[config.mk]
export PLATFORM = sky130hd
export DESIGN_NAME = weight_sorted_entry_list_top
export DESIGN_NICKNAME = d
export VERILOG_FILES = /design/src/rtl/wsel_pkg.sv /design/src/rtl/wsel_ram.sv /design/src/rtl/weight_sorted_entry_list_top.sv
export SDC_FILE = /design/constraint.sdc
export NUM_CORES = 2
export LEC_CHECK = 0
export ABC_AREA = 1
export BUFFER_PORTS_ARGS = -buffer_cell sky130_fd_sc_hd__buf_2
export CORE_AREA = 2 2 424 426
export DETAILED_ROUTE_END_ITERATION = 10
export DIE_AREA = 0 0 426 428
export SLEW_MARGIN = 0
export SYNTH_ARGS = -nofsm -noshare
export SYNTH_HDL_FRONTEND = slang
export SYNTH_SLANG_ARGS = --single-unit
[constraint.sdc]
create_clock -name i_clk -period 12.6 [get_ports i_clk]
set_clock_uncertainty 0.05 [all_clocks]
set_input_delay 3.78 -clock i_clk [delete_from_list [all_inputs] [get_ports i_clk]]
set_output_delay 3.78 -clock i_clk [all_outputs]
set_load 0.1 [all_outputs]
[src/rtl/wsel_pkg.sv]
// wsel_pkg: shared types and constants for the weight sorted entry list
// no dependencies
`timescale 1ns / 1ps
package wsel_pkg;
    localparam int MAX_ENTRIES = 64;
    localparam int ID_BITS     = 16;
    localparam int WEIGHT_BITS = 12;
    localparam int ADDR_BITS   = $clog2(MAX_ENTRIES);
    localparam int COUNT_BITS  = $clog2(MAX_ENTRIES + 1);
    localparam int TOTAL_BITS  = 18;

    localparam logic [2:0] OP_INSERT = 3'd0;
    localparam logic [2:0] OP_APPEND = 3'd1;
    localparam logic [2:0] OP_FIND   = 3'd2;
    localparam logic [2:0] OP_DETACH = 3'd3;
    localparam logic [2:0] OP_CLEAR  = 3'd4;

    typedef struct packed {
        logic [2:0]  op;
        logic [15:0] entry_id;
        logic [11:0] entry_weight;
    } t_cmd;

    typedef struct packed {
        logic        found;
        logic        rejected;
        logic [11:0] match_weight;
        logic [5:0]  match_position;
        logic [6:0]  entry_count;
        logic [17:0] weight_total;
    } t_result;

    typedef struct packed {
        logic [ID_BITS-1:0]     id;
        logic [WEIGHT_BITS-1:0] weight;
    } t_entry;
endpackage

[src/rtl/wsel_ram.sv]
// wsel_ram: single write, single read entry memory, registered read
// depends on wsel_pkg
`timescale 1ns / 1ps
module wsel_ram (
    input  logic                       i_clk,
    input  logic                       i_we,
    input  logic [wsel_pkg::ADDR_BITS-1:0] i_waddr,
    input  wsel_pkg::t_entry           i_wdata,
    input  logic [wsel_pkg::ADDR_BITS-1:0] i_raddr,
    output wsel_pkg::t_entry           o_rdata
);
    import wsel_pkg::*;
    t_entry r_mem [MAX_ENTRIES];

    always_ff @(posedge i_clk) begin
        if (i_we) begin
            r_mem[i_waddr] <= i_wdata;
        end
        o_rdata <= r_mem[i_raddr];
    end
endmodule

[src/rtl/weight_sorted_entry_list_top.sv]
// weight_sorted_entry_list_top: ordered (id, weight) list kept in one memory
// depends on wsel_pkg and wsel_ram
`timescale 1ns / 1ps
// one command word is taken while busy is low; its result word appears for one
// cycle with o_done high and cannot be held off. the entries sit in a single
// memory with a registered read port, so searches and shifts walk the list an
// entry a cycle. an insert shifts the entries from the match position to the
// rear, and a detach shifts only the entries behind the match, so search and
// shift together cover the list about once. clear, append, rejected inserts and
// unused codes go from idle straight to the done state. no clearing pass is
// needed after reset.
module weight_sorted_entry_list_top (
    input  logic               i_clk,
    input  logic               i_rst_n,
    input  logic               start,
    output logic               busy,
    input  wsel_pkg::t_cmd     i_cmd,
    output logic               o_done,
    output wsel_pkg::t_result  o_result
);
    import wsel_pkg::*;

    localparam logic [2:0] S_IDLE   = 3'd0;
    localparam logic [2:0] S_SEARCH = 3'd1;
    localparam logic [2:0] S_SHUP   = 3'd2; // move entries towards rear, walking backwards
    localparam logic [2:0] S_SHDN   = 3'd3; // move entries towards front
    localparam logic [2:0] S_DONE   = 3'd4;

    logic [2:0]            r_state;
    t_cmd                  r_cmd;
    logic [COUNT_BITS-1:0] r_count;
    logic [TOTAL_BITS-1:0] r_total;
    logic [COUNT_BITS-1:0] r_idx;     // search read address; r_idx-1 was issued last cycle
    logic                  r_rvalid;  // read data is valid and belongs to r_idx-1
    logic [ADDR_BITS-1:0]  r_pos;
    logic                  r_found;
    logic                  r_rej;
    logic [WEIGHT_BITS-1:0] r_mw;

    logic                  we;
    logic [ADDR_BITS-1:0]  waddr, raddr;
    t_entry                wdata, rdata;

    wsel_ram u_ram (
        .i_clk(i_clk), .i_we(we), .i_waddr(waddr), .i_wdata(wdata),
        .i_raddr(raddr), .o_rdata(rdata)
    );

    logic [COUNT_BITS-1:0] rd_idx;
    logic                  hit;
    always_comb begin
        rd_idx = r_idx - COUNT_BITS'(1);
        hit = 1'b0;
        if (r_cmd.op == OP_INSERT) begin
            // position 0 is heavier-than-front, later ones stop at not-greater
            hit = (rd_idx == '0) ? (r_cmd.entry_weight > rdata.weight)
                                 : (rdata.weight <= r_cmd.entry_weight);
        end else begin
            hit = (rdata.id == r_cmd.entry_id);
        end
    end

    always_comb begin
        we = 1'b0;
        waddr = r_idx[ADDR_BITS-1:0];
        wdata = rdata;
        raddr = r_idx[ADDR_BITS-1:0];
        case (r_state)
            S_IDLE: begin
                // front entry is read as a word is taken
                raddr = '0;
            end
            S_SHUP: begin
                // first cycle reads idx-1, then one ahead of the pending write
                raddr = r_idx[ADDR_BITS-1:0] - (r_rvalid ? ADDR_BITS'(2) : ADDR_BITS'(1));
                if (r_rvalid) begin
                    we = 1'b1;
                    waddr = r_idx[ADDR_BITS-1:0];
                end
            end
            S_SHDN: begin
                raddr = r_idx[ADDR_BITS-1:0];
                if (r_rvalid) begin
                    we = 1'b1;
                    waddr = rd_idx[ADDR_BITS-1:0] - ADDR_BITS'(1);
                end
            end
            S_DONE: begin
                if (r_cmd.op == OP_INSERT || r_cmd.op == OP_APPEND) begin
                    we = !r_rej;
                    waddr = r_pos;
                    wdata = '{id: r_cmd.entry_id, weight: r_cmd.entry_weight};
                end
            end
            default: ;
        endcase
    end

    always_ff @(posedge i_clk) begin
        if (!i_rst_n) begin
            r_state <= S_IDLE;
            r_count <= '0;
            r_total <= '0;
            r_rvalid <= 1'b0;
            o_done <= 1'b0;
        end else begin
            o_done <= 1'b0;
            case (r_state)
                S_IDLE: begin
                    r_rvalid <= 1'b0;
                    if (start) begin
                        r_cmd <= i_cmd;
                        r_found <= 1'b0;
                        r_rej <= 1'b0;
                        r_mw <= '0;
                        r_pos <= '0;
                        r_idx <= '0;
                        r_state <= S_DONE;
                        case (i_cmd.op)
                            OP_INSERT, OP_APPEND: begin
                                if (r_count == COUNT_BITS'(MAX_ENTRIES)) begin
                                    r_rej <= 1'b1;
                                end else if (i_cmd.op == OP_APPEND || r_count == '0) begin
                                    r_pos <= r_count[ADDR_BITS-1:0];
                                end else begin
                                    r_idx <= COUNT_BITS'(1);
                                    r_rvalid <= 1'b1;
                                    r_state <= S_SEARCH;
                                end
                            end
                            OP_FIND, OP_DETACH: begin
                                if (r_count != '0) begin
                                    r_idx <= COUNT_BITS'(1);
                                    r_rvalid <= 1'b1;
                                    r_state <= S_SEARCH;
                                end
                            end
                            default: ;
                        endcase
                    end
                end
                S_SEARCH: begin
                    r_idx <= r_idx + COUNT_BITS'(1);
                    if (hit || r_idx == r_count) begin
                        r_pos <= hit ? rd_idx[ADDR_BITS-1:0] : r_count[ADDR_BITS-1:0];
                        r_rvalid <= 1'b0;
                        r_state <= S_DONE;
                        if (r_cmd.op == OP_INSERT) begin
                            // shift [pos, count) up by one, from the rear
                            if (hit) begin
                                r_idx <= r_count;
                                r_state <= S_SHUP;
                            end
                        end else if (hit) begin
                            r_found <= 1'b1;
                            r_mw <= rdata.weight;
                            if (r_cmd.op == OP_DETACH) begin
                                // read of pos+1 is already on its way
                                r_idx <= r_idx + COUNT_BITS'(1);
                                r_rvalid <= 1'b1;
                                r_state <= S_SHDN;
                            end
                        end
                    end
                end
                S_SHUP: begin
                    // r_idx: destination; first cycle issues read of idx-1
                    if (r_rvalid) begin
                        if (r_idx[ADDR_BITS-1:0] == r_pos + ADDR_BITS'(1)) begin
                            r_rvalid <= 1'b0;
                            r_state <= S_DONE;
                        end else begin
                            r_idx <= r_idx - COUNT_BITS'(1);
                        end
                    end else begin
                        r_rvalid <= 1'b1;
                    end
                end
                S_SHDN: begin
                    // r_idx-1 is the address read last cycle, destination one below
                    if (rd_idx >= r_count) begin
                        r_state <= S_DONE;
                    end else begin
                        r_rvalid <= 1'b1;
                        r_idx <= r_idx + COUNT_BITS'(1);
                    end
                end
                S_DONE: begin
                    o_done <= 1'b1;
                    r_state <= S_IDLE;
                    case (r_cmd.op)
                        OP_INSERT, OP_APPEND: begin
                            if (!r_rej) begin
                                r_count <= r_count + COUNT_BITS'(1);
                                r_total <= r_total + TOTAL_BITS'(r_cmd.entry_weight);
                            end
                        end
                        OP_DETACH: begin
                            if (r_found) begin
                                r_count <= r_count - COUNT_BITS'(1);
                                r_total <= r_total - TOTAL_BITS'(r_mw);
                            end
                        end
                        OP_CLEAR: begin
                            r_count <= '0;
                            r_total <= '0;
                        end
                        default: ;
                    endcase
                end
                default: r_state <= S_IDLE;
            endcase
        end
    end

    // shdn bookkeeping: r_idx starts at pos+2 with a read of pos+1 pending
    // (set raddr from r_idx in S_SHDN), rd_idx is the word now on rdata

    assign busy = (r_state != S_IDLE);

    always_comb begin
        o_result.found = r_found;
        o_result.rejected = r_rej;
        o_result.match_weight = r_mw;
        o_result.match_position = r_rej ? 6'd0 : (r_found || r_cmd.op == OP_INSERT ||
            r_cmd.op == OP_APPEND) ? r_pos : 6'd0;
        o_result.entry_count = r_count;
        o_result.weight_total = r_total;
    end
endmodule

## Word-level counts from Yosys, hierarchy flattened

Memory sizes are Yosys's and may differ from the RTL's. A register that Yosys moved wholly into a read port is not among the register bits.
Index checks and enable logic that the tools add are counted.

| storage, ports and cells | value |
|---|---|
| bits in registers | 88 |
| bits in writable memories | 1792 |
| input port bits | 34 |
| output and inout port bits | 47 |
| memories | 1 |

Memories:

| name | depth | width | read ports | clocked after memory_dff | wr ports | RTL line | source |
|---|---|---|---|---|---|---|---|
| u_ram.r_mem | 64 | 28 | 1 | 1 | 1 | wsel_ram.sv:13 | `t_entry r_mem [MAX_ENTRIES];` |

| cells by class | value |
|---|---|
| $add $sub $neg | 9 |
| order comparisons | 3 |
| equal/unequal tests | 25 |
| muxes and demuxes | 80 |
| reduce and logical (&&, ||, !) cells | 27 |

Operators by type and width:

| operator | number |
|---|---|
| $mux W7 | 9 |
| $mux W6 | 10 |
| $mux W28 | 2 |
| $pmux W18 S3 | 1 |
| $mux W12 | 4 |
| $mux W18 | 2 |
| $mux W3 | 12 |
| $pmux W6 S2 | 3 |
| $pmux W7 S4 | 1 |
| $mux W1 | 26 |
| $pmux W12 S2 | 1 |
| $ne A2 B2 Y1 const B | 11 |
| $pmux W7 S3 | 1 |
| $add A18 B12 Y18 | 1 |
| $sub A18 B12 Y18 | 1 |
| $eq A16 B16 Y1 | 1 |
| $eq A3 B2 Y1 const B | 5 |
| $add A7 B1 Y7 const B | 2 |
| $logic_not A7 Y1 | 2 |
| $sub A7 B1 Y7 const B | 2 |
| $gt A12 B12 Y1 | 1 |
| $le A12 B12 Y1 | 1 |
| $pmux W3 S4 | 1 |
| $reduce_and A6 Y1 | 2 |
| 24 further kinds | 42 |

## Depth between registers and ports, before layout

| depth | value |
|---|---|
| word-level depth | 8 |
| mapped depth | 21 |
| gate-level depth less buffers | 21 |

## Modules after synthesis

Synthesis repeated with hierarchy kept, for this count alone.

| unflattened totals | value |
|---|---|
| cells, all modules | 7040 |
| area, all modules | 79804.0 um^2 |

By module, submodules not included:

| module | times used | cells an instance | area each (um^2) |
|---|---|---|---|
| wsel_ram | 1 | 6102 | 72911.2 |
| weight_sorted_entry_list_top | 1 | 938 | 6892.9 |

## Worst setup path before layout

No wires, ideal clock.

| timing path | value |
|---|---|
| kind | input port to flip-flop |
| start | in i_rst_n |
| end | reg r_cmd[0] (netlist bit), enable pin |
| setup time | 461 ps |
| arrival | 6266 ps |
| slack | 5824 ps |
| cell stages on the path | 3 |
| path through | inv_1 -> clkbuf_1 -> nor3_1 |

| between the ends | value |
|---|---|
| cells in the longest elaborated chain, start to end | 1 |

RTL lines:

| item | RTL line | source |
|---|---|---|
| start, declared | weight_sorted_entry_list_top.sv:14 | `input logic i_rst_n,` |
| $reduce_and A3 Y1 (no line) | - |  |
| end signal, assigned | weight_sorted_entry_list_top.sv:112 | `r_cmd <= i_cmd;` |
| end, declared | weight_sorted_entry_list_top.sv:30 | `t_cmd r_cmd;` |

Every way passes these cells.
A chain may end at the register's enable or synchronous reset.

==> out/summary.md <==
The flow ran to the end, and the final reports show no timing, DRC or antenna violations. The worst register-to-register path ends at u_ram.o_rdata[7]. Across the VDD grid, the largest voltage drop is 0.151 mV.

The maximum fanout along the worst path came out at 6. Clock tree synthesis selected as its root buffer the cell clkbuf_16. The highest-delay cell along the critical path was buf_2. Setup repair after global routing left no endpoint under its margin. The critical path's largest stage delay was 470 ps. Measured along the y axis, the die boundary spans 428 um. For flop-to-flop paths, the worst setup slack is 6580 ps. The worst register-to-register path begins at r_idx[0]. At the pin with the least slew margin, the transition time is 1320 ps. For the via count of the first global-routing pass, the log shows 48600. 81 I/O pins were placed. The worst setup path is of the reg2out kind.

Origin of the worst min-delay path: r_total[10]. The power density over cell area is 180 nW/um^2, and the number of distinct library cell variants in the gate-level netlist after synthesis is 45. In the final layout, the multi-input gates occupy 18600 sq um. The post-detailed-route DRC marker count is 0, and the final standard cell area without fillers is 88800 sq um. Endpoint class of the critical path: an output pin. Leaving out fill and tap cells, the most frequent cell in the layout is edfxtp_1. The H-tree generated during clock tree synthesis spans 4 levels. The total setup buffers inserted after CTS was 0. The post-detailed-placement cell area was 82700 sq um; the data arrival time of the critical path was 2470 ps. The run gives 223 mm as the total length of routed wires. The initial antenna violation count was 2; the area growth from synthesis to layout was 11.8%. Counting flops and latches in the post-synthesis netlist gives 1908.

In this run the remaining antenna-violating nets after routing total 0. The average routed wire per standard cell came out at 24.5 um. Summed over all instances, the cell type with the most area after synthesis is edfxtp_1. The first TritonRoute pass finished after 6 iterations. The count of input and output buffers came out at 80. After layout, the worst path uses 50.0% of the clock period.

Clock-pin slew was measured on the worst setup and hold paths at 60 ps. The full die area came out at 182000 sq um. Number of enable flip-flop cells after synthesis: 1850. The run gives 159 MHz as the timing-limited maximum frequency.

The logs give 155 for the number of rows created at floorplan and 15400 for the fill cell total of the finished layout. The prevailing post-synth register cell is edfxtp_1. Cell repeated most along the worst path: nor2_1. The run gives 1908 as the total number of clock tree sinks. The maximum buffer depth of the clock tree was 3.

Counting every net in the synthesized netlist gives 6681. Measured against its own limit, the worst slew margin works out to 12.2%. The routed via count divided by cell count came out at 5.67. The total setup violations reported at the end of the flow came out at 0. The logs give 0 for the post-cts resize count and 0.872 for the placer's final routability congestion estimate. The run gives 44.7% as the effective utilization at floorplan. The tools report the number of synthesis warnings as 0. In the final layout, the share of cells above drive strength 1 is 8.48%. The number of hold buffers added after CTS was 0; the violation count after the first detailed-route iteration was 6568.

The mapped netlist covers 79500 sq um. The sequential cell area was 56700 sq um; the HPWL after detailed placement was 114 mm. The tools report the worst setup path endpoint as o_result[30]. The total negative setup slack is 0 ps, and the synthesized instance count is 6593. Detailed routing inserted a total of 51500 vias.

The critical path goes through nor2_1 > nor2_1 > nor3_1 > buf_2. Entering global routing, the biggest net connects 250 pins. The analysis attributes to cell leakage a power of 31.3 nW. Leaving out fill and tap cells, the most frequent cells in the layout are edfxtp_1 (1850), o21ai_0 (1019), inv_1 (808), nand3_1 (665), a21oi_1 (525).

TritonCTS built the clock tree. The fraction of registers with async set or reset after synthesis works out to 0%. Start point of the critical path: r_cmd[30]. The average cell area after synthesis was 12.1 sq um; the count of nets after finishing was 6655. The region available for standard cell placement spans 178000 sq um. After synthesis, the largest area contributor takes up 69.9% of total cell area. The worst-skew pair later-pin latency is 860 ps. The final-report max-slew violation count is 0.

From left edge to right edge, the die measures 426 um. The path type of the worst min-delay path is reg2reg. The nature of the critical path startpoint is a flop. Global routing used 24.0% of the available tracks.

Sorting the synthesized cells by area gives the leading types as edfxtp_1 (70%), o21ai_0 (6.6%), nand3_1 (4.2%). For the worst setup path, the data required time is 8770 ps. The number of maximum-capacitance violations was 0.

For this run, the register share of the synthesized area comes to 71.4%. The depth of the worst register-to-register path came out at 15. The total overflow left after global routing is 0. The worst hold path was traced through 2 stages. For the finished layout, the period the worst path requires is 6300 ps. TritonCTS created 194 clock buffers. The tools report the count of endpoints failing hold in the final timing report as 0.

The tools report the wire length of the first global-routing pass as 324 mm.
## through the flow
step	setup WS (ps)	std cells	util, %	hold slack [ps]	power (mW)
global route	6150	9080	50.0	459	16.5
finish	6300	9082	50.0	441	16.0
floorplan	5820	6593	-	448	9.43
global placement	6980	8726	46.5	424	10.5
detailed placement	6920	8726	46.5	434	10.5
CTS	6270	9080	50.0	443	16.1
## state kept, by name, indices dropped and copies added (netlist names)
signal,count
r_total,18
r_count,7
r_mw,12
r_idx,7
o_done,1
r_found,1
r_rej,1
r_state,3
u_ram.o_rdata,28
r_rvalid,1
r_pos,6
r_cmd,31
u_ram.r_mem,1792
## final cells by class
cell class              count  area share [%]
flip-flops and latches   1908            63.9
diodes                      2         0.00563
clock buffers             257            5.81
well taps                2355            3.32
multi-input cells        3454            20.9
inverters                 818            3.48
clock inverters            97            1.11
repair buffers            191            1.49
## kinds of logic after synthesis
family,share of synthesized area (%)
compound gates,13.2
flops,71.4
simple gates,7.94
buf+inv,6.22
fa+ha+maj,0.879
xor+xnor,0.364
## worst min-delay path by stage
stage | endpoint
floorplan | r_state[1]
global placement | r_total[11]
detailed placement | r_total[8]
CTS | r_total[8]
global route | r_total[10]
finish | r_total[10]
## routing by layer
layer	global-route usage [%]	wire length, um
met5	0	0
met4	9.90	9110
met3	3.84	17000
met2	38.4	105000
met1	32.7	91400
## power breakdown
group / switching [mW] / internal (mW) / total (mW)
Combinational: 2.10 / 0.497 / 2.60
Sequential: 0.0871 / 7.74 / 7.83
Clock: 2.47 / 3.12 / 5.59
## critical path, delay by kind of cell (launching register included)
family        cells  cell delay (ps)
simple gates      3              700
buf+inv           1              470
flops             1              440
## cell usage after synthesis, types with 2 or more instances
cell type,number
a21oi_1,525
o211ai_1,289
nand4_1,13
o22ai_1,11
a211oi_1,3
inv_2,8
edfxtp_1,1850
a22oi_1,4
o21ai_0,1041
or2_2,4
nor2_2,3
ha_1,51
nor2_4,2
fa_1,3
inv_1,809
nand3_1,665
buf_1,23
nand2_1,328
nand2_2,3
nor3_1,16
buf_4,23
o21ai_1,46
clkbuf_1,182
a21o_1,3
dfxtp_1,58
xnor2_1,14
xor2_1,19
nor2_1,389
o21a_1,3
and2_1,2
o21bai_1,5
nand3b_1,2
buf_2,184
(Power assumes the default switching activity.)
